File: config.mk
export PLATFORM = sky130hd
export DESIGN_NAME = size_class_fifo_free_block_cache_unit
export DESIGN_NICKNAME = d
export VERILOG_FILES = /design/src/rtl/core/scfc_pkg.sv /design/src/rtl/core/scfc_table.sv /design/src/rtl/core/scfc_ctrl.sv /design/src/rtl/core/size_class_fifo_free_block_cache_unit.sv
export SDC_FILE = /design/constraint.sdc
export NUM_CORES = 2
export LEC_CHECK = 0
export ABC_AREA = 0
export BUFFER_PORTS_ARGS = -buffer_cell sky130_fd_sc_hd__buf_2
export CAP_MARGIN = 25
export CORE_MARGIN = 3
export CORE_UTILIZATION = 35
export CTS_BUF_LIST = sky130_fd_sc_hd__clkbuf_16
export DETAILED_ROUTE_END_ITERATION = 7
export GPL_TIMING_DRIVEN = 0
export SYNTH_ARGS = -nofsm -noshare
export SYNTH_HDL_FRONTEND = slang
export SYNTH_MEMORY_MAX_BITS = 65536
export SYNTH_SLANG_ARGS = --single-unit
File: constraint.sdc
create_clock -name clk -period 8.95 [get_ports clk]
set_clock_uncertainty 0.2 [all_clocks]
set_input_delay 0.4475 -clock clk [delete_from_list [all_inputs] [get_ports clk]]
set_output_delay 0.4475 -clock clk [all_outputs]
set_load 0.05 [all_outputs]
File: src/rtl/core/scfc_pkg.sv
// ----------------------------------------------------------------------------
// scfc_pkg
// Shared types and constants of the free-block cache.
// ----------------------------------------------------------------------------
package scfc_pkg;

    localparam int Capacity    = 64;
    localparam int AddressBits = 32;
    localparam int SizeBits    = 32;
    localparam int IdxBits     = $clog2(Capacity);
    localparam int CntBits     = $clog2(Capacity + 1);

    typedef enum logic [1:0] {
        MODE_ADD    = 2'd0,
        MODE_REMOVE = 2'd1,
        MODE_TAKE   = 2'd2,
        MODE_PEEK   = 2'd3
    } mode_t;

    typedef enum logic [1:0] {
        ST_DONE = 2'd0,
        ST_NONE = 2'd1,
        ST_FULL = 2'd2
    } status_t;

    // one table entry as held in memory
    typedef struct packed {
        logic [AddressBits-1:0] address;
        logic [SizeBits-1:0]    size;
        logic                   cls;
        logic [IdxBits-1:0]     rank;
    } entry_t;

    // memory port driven by the controller
    typedef struct packed {
        logic               rd_en;
        logic [IdxBits-1:0] rd_addr;
        logic               wr_en;
        logic [IdxBits-1:0] wr_addr;
        entry_t             wr_data;
    } mem_req_t;

endpackage

File: src/rtl/core/scfc_table.sv
// ----------------------------------------------------------------------------
// scfc_table
// Entry memory: one write port, one read port, registered read data.
// ----------------------------------------------------------------------------
module scfc_table (
    input  logic              clk,
    input  scfc_pkg::mem_req_t req,
    output scfc_pkg::entry_t   rd_data
);
    import scfc_pkg::*;

    entry_t mem [Capacity];

    always_ff @(posedge clk)
    begin
        if (req.wr_en)
        begin
            mem[req.wr_addr] <= req.wr_data;
        end
        if (req.rd_en)
        begin
            rd_data <= mem[req.rd_addr];
        end
    end

endmodule

File: src/rtl/core/scfc_ctrl.sv
// ----------------------------------------------------------------------------
// scfc_ctrl
// Sequencer: scans for oldest match; remove/take hits sweep ranks down.
// ----------------------------------------------------------------------------
module scfc_ctrl (
    input  logic                          clk,
    input  logic                          rst_n,
    input  logic                          in_valid,
    output logic                          in_ready,
    input  scfc_pkg::mode_t               in_mode,
    input  logic [scfc_pkg::AddressBits-1:0] in_address,
    input  logic [scfc_pkg::SizeBits-1:0] in_size,
    input  logic                          in_cls,
    output logic                          out_valid,
    input  logic                          out_ready,
    output scfc_pkg::status_t             out_status,
    output logic [31:0]                   out_address,
    output scfc_pkg::mem_req_t            req,
    input  scfc_pkg::entry_t              rd_data
);
    import scfc_pkg::*;

    typedef enum logic [2:0] {
        S_IDLE, S_SCAN, S_SWEEP, S_RESULT
    } state_t;

    state_t               state_reg;
    logic [Capacity-1:0]  valid_reg;
    logic [CntBits-1:0]   live_reg;
    mode_t                mode_reg;
    logic [AddressBits-1:0] addr_reg;
    logic [SizeBits-1:0]  size_reg;
    logic                 cls_reg;
    logic [CntBits-1:0]   scan_reg;   // issued read index
    logic                 rd_pend_reg;
    logic [IdxBits-1:0]   rd_idx_reg;
    logic                 hit_reg;
    logic [IdxBits-1:0]   hit_idx_reg;
    logic [IdxBits-1:0]   hit_rank_reg;
    logic [AddressBits-1:0] hit_addr_reg;
    status_t              status_reg;
    logic [31:0]          res_addr_reg;
    logic                 out_valid_reg;

    logic [IdxBits-1:0]   free_idx;
    logic                 free_found;
    logic                 match;
    logic [AddressBits-1:0] res_wide;

    always_comb
    begin
        free_idx   = '0;
        free_found = 1'b0;
        for (int i = Capacity - 1; i >= 0; i--)
        begin
            if (!valid_reg[i])
            begin
                free_idx   = IdxBits'(i);
                free_found = 1'b1;
            end
        end
    end

    always_comb
    begin
        match = valid_reg[rd_idx_reg];
        if (mode_reg != MODE_PEEK)
        begin
            match = match && rd_data.size == size_reg && rd_data.cls == cls_reg;
        end
        if (mode_reg == MODE_REMOVE)
        begin
            match = match && rd_data.address == addr_reg;
        end
    end

    assign res_wide = (mode_reg == MODE_REMOVE) ? '0 : hit_addr_reg;

    always_comb
    begin
        req         = '0;
        req.rd_addr = scan_reg[IdxBits-1:0];
        req.rd_en   = (state_reg == S_SCAN || state_reg == S_SWEEP)
                      && scan_reg < CntBits'(Capacity);
        // rank decrement during the sweep
        if (state_reg == S_SWEEP && rd_pend_reg && valid_reg[rd_idx_reg]
            && rd_data.rank > hit_rank_reg)
        begin
            req.wr_en        = 1'b1;
            req.wr_addr      = rd_idx_reg;
            req.wr_data      = rd_data;
            req.wr_data.rank = rd_data.rank - 1'b1;
        end
        if (state_reg == S_IDLE && in_valid && in_ready && in_mode == MODE_ADD
            && free_found)
        begin
            req.wr_en           = 1'b1;
            req.wr_addr         = free_idx;
            req.wr_data.address = in_address;
            req.wr_data.size    = in_size;
            req.wr_data.cls     = in_cls;
            req.wr_data.rank    = live_reg[IdxBits-1:0];
        end
    end

    assign in_ready    = state_reg == S_IDLE && !out_valid_reg;
    assign out_valid   = out_valid_reg;
    assign out_status  = status_reg;
    assign out_address = res_addr_reg;

    always_ff @(posedge clk or negedge rst_n)
    begin
        if (!rst_n)
        begin
            state_reg     <= S_IDLE;
            valid_reg     <= '0;
            live_reg      <= '0;
            out_valid_reg <= 1'b0;
            rd_pend_reg   <= 1'b0;
            hit_reg       <= 1'b0;
            scan_reg      <= '0;
        end
        else
        begin
            if (out_valid_reg && out_ready)
            begin
                out_valid_reg <= 1'b0;
            end
            rd_pend_reg <= req.rd_en;
            rd_idx_reg  <= req.rd_addr;
            case (state_reg)
                S_IDLE:
                begin
                    if (in_valid && in_ready)
                    begin
                        mode_reg <= in_mode;
                        addr_reg <= in_address;
                        size_reg <= in_size;
                        cls_reg  <= in_cls;
                        hit_reg  <= 1'b0;
                        scan_reg <= '0;
                        if (in_mode == MODE_ADD)
                        begin
                            out_valid_reg <= 1'b1;
                            res_addr_reg  <= '0;
                            if (free_found)
                            begin
                                valid_reg[free_idx] <= 1'b1;
                                live_reg            <= live_reg + 1'b1;
                                status_reg          <= ST_DONE;
                            end
                            else
                            begin
                                status_reg <= ST_FULL;
                            end
                        end
                        else
                        begin
                            state_reg <= S_SCAN;
                        end
                    end
                end
                S_SCAN:
                begin
                    if (req.rd_en)
                    begin
                        scan_reg <= scan_reg + 1'b1;
                    end
                    if (rd_pend_reg && match
                        && (!hit_reg || rd_data.rank < hit_rank_reg))
                    begin
                        hit_reg      <= 1'b1;
                        hit_idx_reg  <= rd_idx_reg;
                        hit_rank_reg <= rd_data.rank;
                        hit_addr_reg <= rd_data.address;
                    end
                    if (!req.rd_en && !rd_pend_reg)
                    begin
                        scan_reg <= '0;
                        if (hit_reg && mode_reg != MODE_PEEK)
                        begin
                            valid_reg[hit_idx_reg] <= 1'b0;
                            live_reg               <= live_reg - 1'b1;
                            state_reg              <= S_SWEEP;
                        end
                        else
                        begin
                            state_reg <= S_RESULT;
                        end
                    end
                end
                S_SWEEP:
                begin
                    if (req.rd_en)
                    begin
                        scan_reg <= scan_reg + 1'b1;
                    end
                    if (!req.rd_en && !rd_pend_reg)
                    begin
                        state_reg <= S_RESULT;
                    end
                end
                S_RESULT:
                begin
                    out_valid_reg <= 1'b1;
                    status_reg    <= hit_reg ? ST_DONE : ST_NONE;
                    res_addr_reg  <= hit_reg ? 32'(res_wide) : '0;
                    state_reg     <= S_IDLE;
                end
                default:
                begin
                    state_reg <= S_IDLE;
                end
            endcase
        end
    end

    a_live_bound: assert property (@(posedge clk) disable iff (!rst_n)
        live_reg <= CntBits'(Capacity))
        else $error("live count above capacity");
    a_live_pop: assert property (@(posedge clk) disable iff (!rst_n)
        live_reg == CntBits'($countones(valid_reg)))
        else $error("live count and valid bits disagree");
    a_no_accept_busy: assert property (@(posedge clk) disable iff (!rst_n)
        state_reg != S_IDLE |-> !in_ready)
        else $error("input ready while busy");
    a_full_status: assert property (@(posedge clk) disable iff (!rst_n)
        out_valid_reg && status_reg == ST_FULL |-> res_addr_reg == '0)
        else $error("full status with an address");

endmodule

File: src/rtl/core/size_class_fifo_free_block_cache_unit.sv
// ----------------------------------------------------------------------------
// size_class_fifo_free_block_cache_unit
// FIFO-ordered free-block cache keyed by size and cache class.
// ----------------------------------------------------------------------------
// Input stream s_axis: one operation per transfer (mode in tuser, block
// address, size and class in tdata). Output stream m_axis: one result per
// operation, status in tuser, address in tdata.
// Add: result valid in the cycle after the input transfer. Remove, take and peek
// scan the entry memory one entry per cycle; a successful remove or take then
// sweeps the memory again to close the rank gap, before the result is loaded.
// The single read port of the entry memory sets the pace of both passes.
// Reset empties the table at once (valid bits in flops); no clearing pass.
// A result waits in the output register while m_axis_tready is low; no new
// item is taken until it has been transferred.
// ----------------------------------------------------------------------------
module size_class_fifo_free_block_cache_unit (
    input  logic        clk,
    input  logic        rst_n,
    input  logic        s_axis_tvalid,
    output logic        s_axis_tready,
    input  logic [71:0] s_axis_tdata,   // block_address, block_size, cache_class
    input  logic [1:0]  s_axis_tuser,   // mode
    output logic        m_axis_tvalid,
    input  logic        m_axis_tready,
    output logic [31:0] m_axis_tdata,   // result_address
    output logic [1:0]  m_axis_tuser    // status
);
    import scfc_pkg::*;

    mem_req_t req;
    entry_t   rd_data;
    status_t  st;

    scfc_table u_table (
        .clk     (clk),
        .req     (req),
        .rd_data (rd_data)
    );

    scfc_ctrl u_ctrl (
        .clk         (clk),
        .rst_n       (rst_n),
        .in_valid    (s_axis_tvalid),
        .in_ready    (s_axis_tready),
        .in_mode     (mode_t'(s_axis_tuser)),
        .in_address  (s_axis_tdata[31:0]),
        .in_size     (s_axis_tdata[63:32]),
        .in_cls      (s_axis_tdata[64]),
        .out_valid   (m_axis_tvalid),
        .out_ready   (m_axis_tready),
        .out_status  (st),
        .out_address (m_axis_tdata),
        .req         (req),
        .rd_data     (rd_data)
    );

    assign m_axis_tuser = st;

endmodule
==> key figures <==
Outcome
  – Status: finished, violations left
  – Failing checks: DRC

Placement
  – RD Place Congestion: 0.8586
  – Setup slack at placement: 2685 ps
  – HPWL Detailed: 382900 um
  – PortBufs: 106
  – DP Cell Count: 15610

Setup path
  – Register-to-register setup slack: between 2000 and 3000 ps
  – Slowest CP cell: nor4_2
  – Startpoint Class: register
  – Worst r2r src: u_ctrl.valid_reg[59]
  – Top delay family on crit path: simple AND/OR/NAND/NOR gates
  – Arr. time, crit path: 6890 ps
  – Worst path max stage delay: 1030 ps
  – Cell repeated most along the worst path: buf_4
  – Crit Path Class: reg -> reg
  – R2r worst-path depth: 16
  – Crit-path cells: nand4_1 > nor4_1 > nand4_1 > nand2_2 > nand2_2 > a21oi_4 > a32oi_1 > nor4_2 > buf_6 > buf_4 > buf_4 > buf_4 > buf_4 > buf_4 > buf_4 > buf_4
  – Worst-path fanout max: 9
  – Worst path required time: around 9400 ps
  – Type of element capturing the critical path: register
  – CP Depth: 16
  – CP bufs+invs: 8
  – Reg2reg end: u_table.mem[30][35]

Synth
  – EDFF count, synth: 4766
  – Synth unique cells: between 70 and 80
  – Most frequent cell after synthesis: edfxtp_1
  – Warnings from Yosys: 0
  – Top cells by area, synth: edfxtp_1 (77%), mux4_2 (18%), dfrtp_1 (1.1%)
  – Synth Instances: 7703
  – Ys async rst share: 0.01691
  – Mean post-synth cell area: 24.16 sq um
  – #FFs+latches synth: 4848
  – Dominant cell type by area after synthesis: edfxtp_1
  – Register area share after synthesis: 0.7799
  – Most instantiated cells after synthesis: edfxtp_1 (4766), mux4_2 (1491), clkbuf_1 (255)
  – Fraction of synthesized cell area taken by the top area cell type: 0.7689
  – Ys flop type: edfxtp_1
  – Mapped Nets: between 7000 and 8000
  – Post-Syn Area: 186100 sq um

Floorplanning
  – Core Area: 529200 sq um
  – Initial Utilization: 0.3518
  – Die X: around 740 um
  – Io pins: 114
  – DIE AREA: 540600 sq um
  – DIE HEIGHT: 735.3 um
  – Cell row count: 267

Drt
  – Post-Route WL: roughly 530000 um
  – Routed Antenna Nets: 0
  – Drt first-iter violations: about 12000
  – DR vias/cell: between 5 and 6
  – Pre-Repair DR Iteration Count: 8
  – DR vias: 92350
  – Routed len/inst: around 32 um
  – DRC: 1

Power and ir drop
  – Final Power: 0.05408 W
  – Maximum vdd ir drop: between 0.2 and 0.25 mV
  – Leak: 71.35 nW
  – Pwr Density: 241.6 nW/um^2

Timing
  – Post-layout worst setup margin: about 2500 ps
  – Worst-margin pin slew: 1308 ps
  – Final Cycle Share: 0.7179
  – Setup violations, final: 0
  – Fmax: 155.6 MHz
  – Final Hold Fails: 0
  – Slew Viols, Final: 0
  – RSZ-0062 raised after global routing: no
  – Relative slew margins: 0.1280
  – Post-layout minimum cycle time: 6425 ps

Clocking
  – H-tree depth: 5
  – Reg clk slew, reported paths: approximately 60 ps
  – Post-CTS setup buffers: 0
  – Clock buffer depth: 4
  – Root Driver: clkbuf_16
  – TritonCTS clock tree: yes
  – CTS buffer count: 476
  – Post-CTS Resized: 0
  – Clk_lat worst skew: 1040 ps
  – Hold-fix buffers at CTS: 101
  – Clk sinks: 4848

Hold path
  – WHS Path Cells: 2
  – Hold WC Path Type: in -> reg
  – Worst Hold Endpoint: u_ctrl.mode_reg[0]
  – Min-delay src: s_axis_tuser[0]

Job
  – Max_cap viols: 0

Final layout
  – Post-route insts no fill: 16670
  – Fin util: 0.4230
  – Area Growth Syn to Fin: 20.26%
  – Final #Nets: 9326
  – Max reg flops: 4544
  – Layout cell share with drive strength beyond 1: 0.3543

GRT
  – Vias in the first global route: 93450
  – Total gr overflow: 0
  – Largest net degree at the start of global routing: 64
  – Global Route Usage Sum: 0.1913
  – Global-route wire length before repair: 735300 um
  – Initial antenna violation count: slightly below 70
## worst max path at each step
| stage | startpoint | slack, ps | end |
|---|---|---|---|
| after CTS | u_ctrl.valid_reg[50] | 2610 | u_table.mem[31][35] |
| after floorplan | u_ctrl.state_reg[0] | -1140 | u_table.mem[30][0] |
| after detailed placement | u_ctrl.valid_reg[53] | 2680 | u_table.mem[31][37] |
| after global routing | u_ctrl.valid_reg[59] | 2400 | u_table.mem[30][35] |
| after global placement | u_ctrl.rd_idx_reg[3] | -12880 | u_table.mem[14][26] |
| final | u_ctrl.valid_reg[59] | 2530 | u_table.mem[30][35] |
## power breakdown
group / internal (W) / leakage [nW] / switching (W)
clock: 0.0108 / 7.81 / 0.00860
sequential: 0.0257 / 46.0 / 0.000275
combinational: 0.00365 / 17.5 / 0.00506
total: 0.0401 / 71.4 / 0.0139
## cell families after synthesis
logic type | count (synthesis) | synth area share
xor gates and xnor gates | 80 | 0.003764
adders and majority gates | 18 | 0.001250
DFF | 4848 | 0.7799
and+or+nand+nor | 481 | 0.01287
buffers and inverters | 423 | 0.009391
muxes | 1524 | 0.1822
AOI/OAI and AO/OA | 329 | 0.01064
## routing by layer
metal / GRT usage / wire length [um] / vias to the layer above
met5: 0 / 100 / -
met2: 0.3169 / 259900 / 4915
met1: 0.2522 / 200400 / 50020
li1: - / - / 36520
met3: 0.03495 / 45620 / 873
met4: 0.07298 / 20900 / 18
## through the flow
step,instance area (sq um),TNS (ps),hold slack [ps]
CTS,223300,0,0.2175
global placement,195600,-,231.9
detailed placement,207100,0,200.8
floorplan,186300,-748970,-48.09
global route,223800,0,49.66
finish,223900,0,55.69
## layout by cell type (no fill, tap or decap), types with 82 or more instances in the layout
cell type / n
inv_1: 129
mux4_2: 1491
clkbuf_1: 219
buf_4: 182
edfxtp_1: 4766
dlygate4sd3_1: 100
buf_8: 112
clkinv_2: 96
dfrtp_1: 82
buf_6: 444
o21ai_0: 146
clkinv_1: 127
buf_2: 205
nand2_1: 201
clkbuf_16: 482
## area by class of cell
| class | count | area [sq um] |
|---|---|---|
| buffer | 391 | 1674 |
| antenna | 42 | 105.1 |
| clock buffer | 482 | 12060 |
| tap | 6994 | 8751 |
| multi-input combinational | 2432 | 40640 |
| fill | 44750 | 305300 |
| clock inverter | 400 | 3163 |
| timing repair buffer | 1049 | 12160 |
| sequential | 4848 | 145200 |
| inverter | 32 | 120.1 |
## worst reg2reg max path: stages, from the launching register on
cell     delay, ps
dfrtp_1        470
nand4_1        170
nor4_1         750
nand4_1        330
nand2_2        520
nand2_2        230
a21oi_4        240
a32oi_1        430
nor4_2        1030
buf_6          260
buf_4          200
buf_4          200
buf_4          180
buf_4          190
buf_4          230
buf_4          240
buf_4          200
Power figures use the tool's default switching activity.
